--- config.mk ---
export PLATFORM = sky130hd
export DESIGN_NAME = lagged_moving_average
export DESIGN_NICKNAME = d
export VERILOG_FILES = /design/src/rtl/lma_pkg.sv /design/src/rtl/lma_ram.sv /design/src/rtl/lma_div.sv /design/src/rtl/lma_front.sv /design/src/rtl/lma_back.sv /design/src/rtl/lagged_moving_average.sv
export SDC_FILE = /design/constraint.sdc
export NUM_CORES = 2
export LEC_CHECK = 0
export BUFFER_PORTS_ARGS = -buffer_cell sky130_fd_sc_hd__buf_2
export CELL_PAD_IN_SITES_DETAIL_PLACEMENT = 0
export CELL_PAD_IN_SITES_GLOBAL_PLACEMENT = 1
export CORE_ASPECT_RATIO = 0.75
export CORE_UTILIZATION = 55
export CTS_CLUSTER_SIZE = 10
export DETAILED_ROUTE_END_ITERATION = 7
export PLACE_DENSITY_LB_ADDON = 0.1
export SKIP_CTS_REPAIR_TIMING = 1
export SLEW_MARGIN = 0
export SYNTH_ARGS = -nofsm -noshare
export SYNTH_HDL_FRONTEND = slang
export SYNTH_HIERARCHICAL = 1
export SYNTH_SLANG_ARGS = --single-unit
--- constraint.sdc ---
create_clock -name clk -period 13.2 [get_ports clk]
set_input_delay 0 -clock clk [delete_from_list [all_inputs] [get_ports clk]]
set_output_delay 0 -clock clk [all_outputs]
set_load 0.01 [all_outputs]
--- src/rtl/lma_pkg.sv ---
package lma_pkg;

	localparam int MAX_WINDOW   = 64;
	localparam int SAMPLE_WIDTH = 32;
	localparam int HEAD_W       = $clog2(MAX_WINDOW);
	localparam int CNT_W        = $clog2(MAX_WINDOW + 1);
	localparam int SUM_W        = SAMPLE_WIDTH + HEAD_W;
	localparam int WIN_W        = 7;
	localparam int DATA_W       = 32;
	localparam int FIFO_DEPTH   = 2;

	localparam logic [WIN_W-1:0] WINDOW_RESET = WIN_W'(3);

	// Register word indexes on the configuration port.
	localparam logic REG_WINDOW = 1'b0;

	typedef struct packed {
		logic signed [SAMPLE_WIDTH-1:0] sample;
		logic                           restart;
	} item_t;

	typedef struct packed {
		logic [CNT_W-1:0] window;
		logic             clear;
	} cfg_t;

	typedef struct packed {
		logic              busy;
		logic [CNT_W-1:0]  seen;
		logic [HEAD_W-1:0] head;
	} back_status_t;

endpackage

--- src/rtl/lma_ram.sv ---
module lma_ram #(
	parameter int WIDTH = 32,
	parameter int DEPTH = 64
) (
	input  logic                     clk,
	input  logic                     we,
	input  logic [$clog2(DEPTH)-1:0] waddr,
	input  logic [WIDTH-1:0]         wdata,
	input  logic                     re,
	input  logic [$clog2(DEPTH)-1:0] raddr,
	output logic [WIDTH-1:0]         rdata
);

	logic [WIDTH-1:0] mem_q [DEPTH];
	logic [WIDTH-1:0] rdata_q;

	always_ff @(posedge clk) begin
		if (we) begin
			mem_q[waddr] <= wdata;
		end
		if (re) begin
			rdata_q <= mem_q[raddr];
		end
	end

	assign rdata = rdata_q;

endmodule

--- src/rtl/lma_div.sv ---
module lma_div import lma_pkg::*; (
	input  logic                           clk,
	input  logic                           arst_n,
	input  logic                           start,
	input  logic signed [SUM_W-1:0]        dividend,
	input  logic        [CNT_W-1:0]        divisor,
	output logic                           done,
	output logic signed [SAMPLE_WIDTH-1:0] quotient
);

	localparam int STEP_W = $clog2(SUM_W + 1);

	logic [CNT_W-1:0]  rem_q;
	logic [SUM_W-1:0]  quo_q;
	logic [CNT_W-1:0]  divisor_q;
	logic              neg_q;
	logic [STEP_W-1:0] step_q;
	logic              busy_q;
	logic              done_q;

	logic [CNT_W:0]   trial;
	logic [CNT_W:0]   diff;
	logic             ge;
	logic [SUM_W-1:0] magnitude;
	logic [SUM_W-1:0] signed_quo;

	// The partial remainder stays below the divisor, so it fits the divisor's width.
	assign trial = {rem_q, quo_q[SUM_W-1]};
	assign ge    = trial >= {1'b0, divisor_q};
	assign diff  = trial - {1'b0, divisor_q};

	assign magnitude = dividend[SUM_W-1] ? (~dividend + SUM_W'(1)) : dividend;

	always_ff @(posedge clk or negedge arst_n) begin
		if (!arst_n) begin
			busy_q <= 1'b0;
			done_q <= 1'b0;
			step_q <= '0;
		end else begin
			done_q <= 1'b0;
			if (start) begin
				busy_q <= 1'b1;
				step_q <= STEP_W'(SUM_W);
			end else if (busy_q) begin
				step_q <= step_q - STEP_W'(1);
				if (step_q == STEP_W'(1)) begin
					busy_q <= 1'b0;
					done_q <= 1'b1;
				end
			end
		end
	end

	always_ff @(posedge clk) begin
		if (start) begin
			rem_q     <= '0;
			quo_q     <= magnitude;
			neg_q     <= dividend[SUM_W-1];
			divisor_q <= divisor;
		end else if (busy_q) begin
			rem_q <= ge ? diff[CNT_W-1:0] : trial[CNT_W-1:0];
			quo_q <= {quo_q[SUM_W-2:0], ge};
		end
	end

	assign signed_quo = neg_q ? (~quo_q + SUM_W'(1)) : quo_q;
	assign quotient   = signed_quo[SAMPLE_WIDTH-1:0];
	assign done       = done_q;

endmodule

--- src/rtl/lma_front.sv ---
module lma_front import lma_pkg::*; (
	input  logic  clk,
	input  logic  arst_n,
	input  logic  in_valid,
	output logic  in_ready,
	input  item_t in_item,
	output logic  out_valid,
	input  logic  out_ready,
	output item_t out_item
);

	localparam int PTR_W  = $clog2(FIFO_DEPTH);
	localparam int FCNT_W = $clog2(FIFO_DEPTH + 1);

	item_t             slot_q [FIFO_DEPTH];
	logic [PTR_W-1:0]  wr_ptr_q;
	logic [PTR_W-1:0]  rd_ptr_q;
	logic [FCNT_W-1:0] count_q;
	logic              push;
	logic              pop;

	assign in_ready  = count_q != FCNT_W'(FIFO_DEPTH);
	assign out_valid = count_q != '0;
	assign push      = in_valid && in_ready;
	assign pop       = out_valid && out_ready;
	assign out_item  = slot_q[rd_ptr_q];

	always_ff @(posedge clk or negedge arst_n) begin
		if (!arst_n) begin
			wr_ptr_q <= '0;
			rd_ptr_q <= '0;
			count_q  <= '0;
		end else begin
			if (push) begin
				wr_ptr_q <= wr_ptr_q + PTR_W'(1);
			end
			if (pop) begin
				rd_ptr_q <= rd_ptr_q + PTR_W'(1);
			end
			if (push && !pop) begin
				count_q <= count_q + FCNT_W'(1);
			end else if (pop && !push) begin
				count_q <= count_q - FCNT_W'(1);
			end
		end
	end

	always_ff @(posedge clk) begin
		if (push) begin
			slot_q[wr_ptr_q] <= in_item;
		end
	end

endmodule

--- src/rtl/lma_back.sv ---
module lma_back import lma_pkg::*; (
	input  logic                           clk,
	input  logic                           arst_n,
	input  cfg_t                           cfg,
	input  logic                           item_valid,
	output logic                           item_ready,
	input  item_t                          item,
	output logic                           result_valid,
	input  logic                           result_ready,
	output logic signed [SAMPLE_WIDTH-1:0] average,
	output logic                           full_window,
	output back_status_t                   status
);

	typedef enum logic [2:0] {
		S_IDLE,
		S_READ,
		S_LOAD,
		S_DIV,
		S_PUT
	} state_t;

	state_t                         state_q;
	logic        [HEAD_W-1:0]       head_q;
	logic signed [SUM_W-1:0]        sum_q;
	logic        [CNT_W-1:0]        seen_q;
	logic signed [SAMPLE_WIDTH-1:0] last_q;
	logic signed [SAMPLE_WIDTH-1:0] sample_q;
	logic signed [SAMPLE_WIDTH-1:0] res_q;
	logic                           full_q;
	logic                           out_valid_q;
	logic signed [SAMPLE_WIDTH-1:0] average_q;
	logic                           full_window_q;

	logic        [HEAD_W-1:0]       head_eff;
	logic        [CNT_W-1:0]        head_inc;
	logic                           window_full;
	logic        [SAMPLE_WIDTH-1:0] ring_rdata;
	logic signed [SUM_W-1:0]        sub_val;
	logic signed [SUM_W-1:0]        add_val;
	logic                           div_start;
	logic                           div_done;
	logic signed [SAMPLE_WIDTH-1:0] div_quo;
	logic                           out_free;

	assign item_ready  = state_q == S_IDLE;
	assign head_eff    = (CNT_W'(head_q) >= cfg.window) ? '0 : head_q;
	assign head_inc    = CNT_W'(head_q) + CNT_W'(1);
	assign window_full = seen_q >= cfg.window;
	assign sub_val     = window_full ? SUM_W'($signed(ring_rdata)) : '0;
	assign add_val     = SUM_W'(sample_q);
	assign div_start   = (state_q == S_LOAD) && window_full;
	assign out_free    = !out_valid_q || result_ready;

	lma_ram #(
		.WIDTH(SAMPLE_WIDTH),
		.DEPTH(MAX_WINDOW)
	) u_ring (
		.clk  (clk),
		.we   (state_q == S_LOAD),
		.waddr(head_q),
		.wdata(sample_q),
		.re   (state_q == S_READ),
		.raddr(head_eff),
		.rdata(ring_rdata)
	);

	lma_div u_div (
		.clk     (clk),
		.arst_n  (arst_n),
		.start   (div_start),
		.dividend(sum_q),
		.divisor (cfg.window),
		.done    (div_done),
		.quotient(div_quo)
	);

	always_ff @(posedge clk or negedge arst_n) begin
		if (!arst_n) begin
			state_q       <= S_IDLE;
			head_q        <= '0;
			sum_q         <= '0;
			seen_q        <= '0;
			last_q        <= '0;
			out_valid_q   <= 1'b0;
			sample_q      <= '0;
			res_q         <= '0;
			full_q        <= 1'b0;
			average_q     <= '0;
			full_window_q <= 1'b0;
		end else begin
			if (out_valid_q && result_ready) begin
				out_valid_q <= 1'b0;
			end
			case (state_q)
				S_IDLE: begin
					if (item_valid) begin
						sample_q <= item.sample;
						if (item.restart) begin
							head_q <= '0;
							sum_q  <= '0;
							seen_q <= '0;
							last_q <= '0;
						end
						state_q <= S_READ;
					end
				end
				S_READ: begin
					head_q  <= head_eff;
					state_q <= S_LOAD;
				end
				S_LOAD: begin
					full_q <= window_full;
					if (seen_q == '0) begin
						res_q <= '0;
					end else begin
						res_q <= last_q;
					end
					if (!window_full) begin
						seen_q <= seen_q + CNT_W'(1);
					end
					sum_q   <= sum_q - sub_val + add_val;
					head_q  <= (head_inc >= cfg.window) ? '0 : head_inc[HEAD_W-1:0];
					last_q  <= sample_q;
					state_q <= window_full ? S_DIV : S_PUT;
				end
				S_DIV: begin
					if (div_done) begin
						res_q   <= div_quo;
						state_q <= S_PUT;
					end
				end
				S_PUT: begin
					if (out_free) begin
						out_valid_q   <= 1'b1;
						average_q     <= res_q;
						full_window_q <= full_q;
						state_q       <= S_IDLE;
					end
				end
				default: begin
					state_q <= S_IDLE;
				end
			endcase
			// A window write begins a new series.
			if (cfg.clear) begin
				head_q <= '0;
				sum_q  <= '0;
				seen_q <= '0;
				last_q <= '0;
			end
		end
	end

	assign result_valid = out_valid_q;
	assign average      = average_q;
	assign full_window  = full_window_q;
	assign status.busy  = state_q != S_IDLE;
	assign status.seen  = seen_q;
	assign status.head  = head_q;

endmodule

--- src/rtl/lagged_moving_average.sv ---
// Lagged moving average of a Q24.8 sample stream, one result per sample.
// A full window's mean is formed by a 38-step restoring divider, which a partial
// window skips.
// One item is worked at a time; a two-entry input queue takes beats meanwhile.
// Reset clears the series state and sets the window to 3; the sample ring needs no clearing.
module lagged_moving_average import lma_pkg::*; (
	input  logic                           clk,
	input  logic                           arst_n,
	input  logic                           psel,
	input  logic                           penable,
	input  logic                           pwrite,
	input  logic        [2:0]              paddr,
	input  logic        [DATA_W-1:0]       pwdata,
	output logic        [DATA_W-1:0]       prdata,
	output logic                           pready,
	input  logic                           sample_valid,
	output logic                           sample_ready,
	input  logic signed [SAMPLE_WIDTH-1:0] sample,
	input  logic                           restart,
	output logic                           result_valid,
	input  logic                           result_ready,
	output logic signed [SAMPLE_WIDTH-1:0] average,
	output logic                           full_window
);

	logic [WIN_W-1:0] window_q;
	logic             cfg_write;
	cfg_t             cfg;
	item_t            in_item;
	item_t            q_item;
	logic             q_valid;
	logic             q_ready;
	back_status_t     st;

	assign pready    = 1'b1;
	assign cfg_write = psel && penable && pwrite && pready && (paddr[2] == REG_WINDOW);
	assign prdata    = (paddr[2] == REG_WINDOW) ? DATA_W'(window_q) : '0;

	always_ff @(posedge clk or negedge arst_n) begin
		if (!arst_n) begin
			window_q <= WINDOW_RESET;
		end else if (cfg_write) begin
			window_q <= pwdata[WIN_W-1:0];
		end
	end

	// Out-of-range windows are clamped into 1 to MAX_WINDOW.
	always_comb begin
		if (window_q == '0) begin
			cfg.window = CNT_W'(1);
		end else if (int'(window_q) > MAX_WINDOW) begin
			cfg.window = CNT_W'(MAX_WINDOW);
		end else begin
			cfg.window = CNT_W'(window_q);
		end
		cfg.clear = cfg_write;
	end

	assign in_item.sample  = sample;
	assign in_item.restart = restart;

	lma_front u_front (
		.clk      (clk),
		.arst_n   (arst_n),
		.in_valid (sample_valid),
		.in_ready (sample_ready),
		.in_item  (in_item),
		.out_valid(q_valid),
		.out_ready(q_ready),
		.out_item (q_item)
	);

	lma_back u_back (
		.clk         (clk),
		.arst_n      (arst_n),
		.cfg         (cfg),
		.item_valid  (q_valid),
		.item_ready  (q_ready),
		.item        (q_item),
		.result_valid(result_valid),
		.result_ready(result_ready),
		.average     (average),
		.full_window (full_window),
		.status      (st)
	);

	a_seen_bounded: assert property (@(posedge clk) disable iff (!arst_n)
		st.seen <= cfg.window)
		else $error("seen count exceeds the window");

	a_head_in_window: assert property (@(posedge clk) disable iff (!arst_n)
		CNT_W'(st.head) < cfg.window)
		else $error("ring head outside the window");

	a_result_after_work: assert property (@(posedge clk) disable iff (!arst_n)
		$rose(result_valid) |-> $past(st.busy))
		else $error("result appeared without the back end working");

endmodule

# Word level (Yosys, flattened, before mapping)
# Memory sizes are Yosys's and may differ from the RTL's. A register that Yosys moved wholly into a read port is not among the register bits.
# Index checks and enable logic that the tools add are counted.
# totals
reg_bits	257
mem_bits_rw	2114
input_bits	75
output_inout_bits	68
wordCells	138
n_memories	2
# op_classes
add_sub_neg	12
order_cmp	5
n_eq_ne	12
n_mux	53
bitwise_logic	3
reduce_logical	29
# mem_list
memory	words	word_bits	read_ports	rd_ports_with_merged_regs	write_ports	line_no	text
u_back.u_ring.mem_q	64	32	1	1	1	lma_ram.sv:14	logic [WIDTH-1:0] mem_q [DEPTH];
u_front.slot_q	2	33	1	0	1	lma_front.sv:15	item_t slot_q [FIFO_DEPTH];
# ops
cell	n
$mux 38	7
$mux 32	6
$pmux 32 s2	2
$pmux 38 s2	1
$mux 7	8
$mux 6	7
$add 38x2->38 const B	1
$add 38x32->38	1
$not 38->38	1
$sub 38x38->38	1
$add 32x1->32 const B	1
$not 32->32	1
$pmux 6 s3	1
$pmux 3 s5	1
$ge 7x7->1	2
$logic_not 7->1	2
$pmux 7 s2	1
$mux 1	13
$mux 3	4
$logic_and 1x1->1	9
$reduce_and 3->1	3
$ge 8x7->1	1
$reduce_bool 2->1	4
$add 6x1->7 const B	1
other kinds (25)	35

# Logic depth before layout (Yosys ltp)
# logic_depth
ltp_word	9
mapped_depth	22

# By module
# The synthesis kept the hierarchy.
# by_module_without_submodules
module	n_inst	cells_each	area_each_um2	seq_area_each_um2
lma_ram	1	3324	78835.6	62459.9
lma_back	1	1183	11060.6	4629.4
lma_div	1	458	4297.9	1721.7
lma_front	1	121	2727.6	2082.0
lagged_moving_average	1	60	611.8	177.7

# Worst setup path after synthesis
# No wires, ideal clock.
# synth_path
path_type	flip-flop to flip-flop
startpoint	register window_q[1]
endpoint	register u_back.sum_q[24]
setup_time_ps	141
arrival_time_ps	5414
slack_ps	7645
stages_incl_launch_ff	22
n_path_buf	1
synth_period_minus_slack_ps	5555
cell_sequence	dfstp_2 > or3_1 > o41ai_2 > ha_1 > nor2b_1 > o21ai_0 > a211oi_1 > o21bai_1 > a21oi_1 > clkbuf_1 > nor2b_1 > fa_1 > inv_1 > fa_1 > a211o_1 > a2111oi_4 > o31ai_2 > a21boi_0 > o311ai_0 > a21oi_1 > xor2_1 > o22ai_1
# synth_lines
element	line_no	text
start: declaration	lagged_moving_average.sv:26	logic [WIN_W-1:0] window_q;
start signal: assignment	lagged_moving_average.sv:43	window_q <= pwdata[WIN_W-1:0];
end signal: assignment	lma_back.sv:122	sum_q <= sum_q - sub_val + add_val;
end: declaration	lma_back.sv:25	logic signed [SUM_W-1:0] sum_q;

==> impl_results.md <==
* Post-detail-place hpwl at 145000 um
* Startpoint of the worst hold path: sample_valid
* Vias per cell at around 6.5
* Register cell area after layout at between 70000 and 80000 um2
* Number of enable flip-flop cells after synthesis at 2192
* Area share of and/or/nand/nor cells after synthesis at under 10%
* First-pass DRT Iterations at 6
* Mux cell area share after synthesis at approximately 15%
* Synth Register Bits at ~2400
* Signed area change from the synthesized netlist to the final layout at 12.9%
* Post-Route Skew at slightly above 0.05 ns
* Max transition margin at -6.28%
* All-Layer GR Usage at 28.8%
* Row Count at 133
* Multi-input gate area at 25000 um2
* Class of the most critical setup path: register to register
* Core region area at approximately 180000 um2
* Post-synthesis cell area at 97500 um2
* Final setup violation count at 0
* Die Span Y at 367 um
* Status: finished, violations left
* Width of the die at 488 um
* Largest net degree at the start of global routing at between 100 and 150
* Dpl cells at between 7000 and 8000
* End point of the most critical hold path: u_front/wr_ptr_q
* Final design utilization at between 60% and 70%
* Total Routed Length at 255000 um
* Antenna viol nets, final at 0
* Fraction of power consumed by combinational cells at between 30% and 40%
* Cell with the most instances after synthesis: sky130_fd_sc_hd__edfxtp_1
* Mean instance size in the synthesized netlist at 19.0 um2
* Cell type with the highest aggregate area in the netlist: sky130_fd_sc_hd__edfxtp_1
* Fraction of power consumed by sequential logic at 40.0%
* Ratio of final minimum period to clock period at 55.5%
* Number of cell instances on the worst register-to-register path at 18
* H-tree level count at 5
* Floorplan die area at 179000 um2
* Count of input and output buffers at 89
* Adder-cell share of the synthesized area at 1.72%
* Final setup margin at around 5.9 ns
* CTS tree: built
* Fin. max-slew vios at 2
* Share of the synthesized area in compound gates (AO/OA/AOI/OAI) at ~4.3%
* # DRC at 0
* Max frequency at about 140 MHz
* Final nets at around 5700
* Global-route wire length before repair at about 360000 um
* Clock-pin transition on the worst setup and hold timing paths at 0.06 ns
* Share of cells above drive strength 1 at 23.9%
* Residual overflow from global routing at 0
* Share of flip-flops with an asynchronous set or reset after synthesis at 8.49%
* Crit-path max FO at 43
* Number of cells on the worst hold path at 4
* Category of the worst setup path capture point: register
* Number of DRC violations after detailed-routing iteration 0 at roughly 6400
* Top-area cell type share of the netlist area at between 60% and 70%
* Number of global-route vias before repair at 50195
* Clock tree root buffer cell: sky130_fd_sc_hd__clkbuf_16
* Total vias in the final route at 51416
* Post-layout minimum cycle time at 7.33 ns
* Number of cells produced by synthesis at 5146
* Maximum number of buffers from clock root to sink at 4
* Required time worst endpoint at 13.81 ns
* Antenna violations before repair at 10
* Endpoint of the worst register-to-register path: u_back/u_ring/rdata[5]
* Number of maximum-capacitance violations at 1
* Transition at the pin with the smallest max-transition slack at 1.58 ns
* Net switching component of the power at about 8.5 mW
* Total number of yosys warnings at 6
* Top post-synthesis cells by count: 2192 x sky130_fd_sc_hd__edfxtp_1, 544 x sky130_fd_sc_hd__mux4_2, 263 x sky130_fd_sc_hd__nor2_1
* Crit path launch type: register
* Yosys cell types at 88
* Fraction of power spent switching nets at 33.5%
* Path class of the lowest-slack min-delay path: input pin to register
* Unrepaired setup endpoints after global routing: no
* Part of the power in the clock network at 26.8%
* Final-layout setup total negative slack at 0 ns
* Cell leakage power at 36.1 nW
* Effective utilization at floorplan at 55.5%
* Number of sinks driven by the clock tree at around 2400
* Peak ir drop on the vdd network at 0.236 mV
* Predominant post-synthesis flop cell: sky130_fd_sc_hd__edfxtp_1
* Endpoint arrival time on the critical path at 7.94 ns
* Area contributors post-synth: sky130_fd_sc_hd__edfxtp_1 67%, sky130_fd_sc_hd__mux4_2 13%, sky130_fd_sc_hd__dfrtp_1 5.2%, sky130_fd_sc_hd__nor2_1 1.0%, sky130_fd_sc_hd__mux2i_1 0.97%
* Source of the worst register-to-register timing path: window_q[1]
* Later-pin clock latency in the skew report at 0.91 ns
* Violated checks: max-capacitance violations, max-slew violations
* Non-filler instance count after layout at slightly below 8000
* Placer Congestion at 0.874
* Part of the Yosys area used for sequential elements at 72.9%
* Power Density at 231 nW/um2
* Fin. Hold Viols at 0
* Fraction of synthesized cell area in xor and xnor cells at 1.01%
* Largest family of logic cells by synthesized area: multiplexers
* CTS buffer count at between 200 and 300
* Total internal power at 16.9 mW
* # fillers at ~12000
* Routed wire per std cell at 32.0 um
* Register-to-register setup slack at between 5 and 6 ns
* Number of top-level pins at between 100 and 150
* Worst slack, placed at 5.72 ns
state kept, by name (all words and copies together) (netlist names), 6 cells and up:
| name | cells |
|---|---|
| u_back/res_q | 32 |
| u_back/u_ring/mem_q | 2048 |
| u_back/head_q | 6 |
| u_front/slot_q | 66 |
| u_back/seen_q | 7 |
| u_back/sum_q | 38 |
| u_back/u_ring/rdata | 32 |
| u_back/last_q | 32 |
| window_q | 7 |
| u_back/u_div/step_q | 6 |
| u_back/u_div/quo_q | 38 |
| u_back/u_div/divisor_q | 7 |
| u_back/sample_q | 32 |
| u_back/u_div/rem_q | 7 |
| u_back/average | 32 |
cells by family (layout without fill, tap and decap cells):
logic type | after synthesis | in the layout
flops | 2403 | 2403
buf+inv | 469 | 875
simple gates | 686 | 686
mux | 714 | 714
compound gates | 649 | 649
other cells | 2 | 34
xor+xnor | 112 | 112
fa+ha+maj | 111 | 111
per-stage QoR:
stage	area, um2	power, mW	hold WS [ns]
floorplan	97600	15.9	-0.296
global placement	101000	18.5	0.0726
detailed placement	101000	18.7	0.0733
CTS	109000	25.5	-0.873
global route	110000	26.6	0.0250
finish	110000	25.4	0.0145
power by group through the flow:
stage / Clock [mW] / Combinational [mW] / Sequential, mW
finish: 6.83 / 8.43 / 10.2
detailed placement: 0 / 8.35 / 10.3
global route: 7.21 / 9.15 / 10.2
CTS: 6.93 / 8.38 / 10.2
floorplan: 0 / 5.27 / 10.6
global placement: 0 / 8.25 / 10.3
critical path, cell delays in order (launching register included):
cell and delay [ns]:
sky130_fd_sc_hd__dfstp_2 0.38, sky130_fd_sc_hd__or3_1 0.37, sky130_fd_sc_hd__o41ai_2 0.54, sky130_fd_sc_hd__ha_1 0.35, sky130_fd_sc_hd__nand2b_1 0.15, sky130_fd_sc_hd__a21o_1 0.17, sky130_fd_sc_hd__a21o_1 0.16, sky130_fd_sc_hd__a21o_1 0.17
sky130_fd_sc_hd__a21o_1 0.17, sky130_fd_sc_hd__a21oi_1 0.19, sky130_fd_sc_hd__nor2_1 0.06, sky130_fd_sc_hd__buf_4 0.23, sky130_fd_sc_hd__nor2_4 0.60, sky130_fd_sc_hd__buf_4 0.69, sky130_fd_sc_hd__buf_4 0.82, sky130_fd_sc_hd__mux4_2 0.61
sky130_fd_sc_hd__mux4_2 0.56, sky130_fd_sc_hd__o22ai_1 0.63, sky130_fd_sc_hd__nor2_1 0.12
layout make-up:
cell class | count | share of cell area (%)
sequential | 2403 | 64.6
clock inverter | 10 | 0.0795
antenna | 8 | 0.0182
timing repair buffer | 345 | 2.44
inverter | 177 | 0.603
multi-input combinational | 2298 | 22.7
tap | 2362 | 2.68
clock buffer | 343 | 6.92
worst max-delay path by stage:
stage,endpoint,slack [ns],from
after floorplan,u_back/sum_q[24],7.64,window_q[1]
final,u_back/u_ring/rdata[5],5.87,window_q[1]
after CTS,u_back/u_ring/rdata[5],5.71,window_q[6]
after detailed placement,u_back/u_ring/rdata[5],5.72,window_q[6]
after global placement,u_back/u_ring/rdata[4],5.75,window_q[4]
after global routing,u_back/u_ring/rdata[5],5.36,window_q[1]
placed cells by master (no fill, tap or decap), types with 110 or more instances in the layout:
cell                        count
sky130_fd_sc_hd__clkbuf_16    297
sky130_fd_sc_hd__mux4_2       544
sky130_fd_sc_hd__o21ai_0      115
sky130_fd_sc_hd__a21oi_1      185
sky130_fd_sc_hd__buf_4        158
sky130_fd_sc_hd__nor2_1       197
sky130_fd_sc_hd__nand2_1      157
sky130_fd_sc_hd__dfrtp_1      169
sky130_fd_sc_hd__o22ai_1      110
sky130_fd_sc_hd__edfxtp_1    2192
sky130_fd_sc_hd__inv_1        177
routing by layer:
| layer | up-vias | part of all wire, % | GRT usage (%) |
|---|---|---|---|
| li1 | 21242 | - | - |
| met4 | 2 | 1.8 | 6.04 |
| met3 | 331 | 11 | 7.69 |
| met1 | 27475 | 44 | 45.4 |
| met2 | 2366 | 43 | 40.4 |
| met5 | - | 0.0039 | 0 |
(Power assumes the default switching activity.)
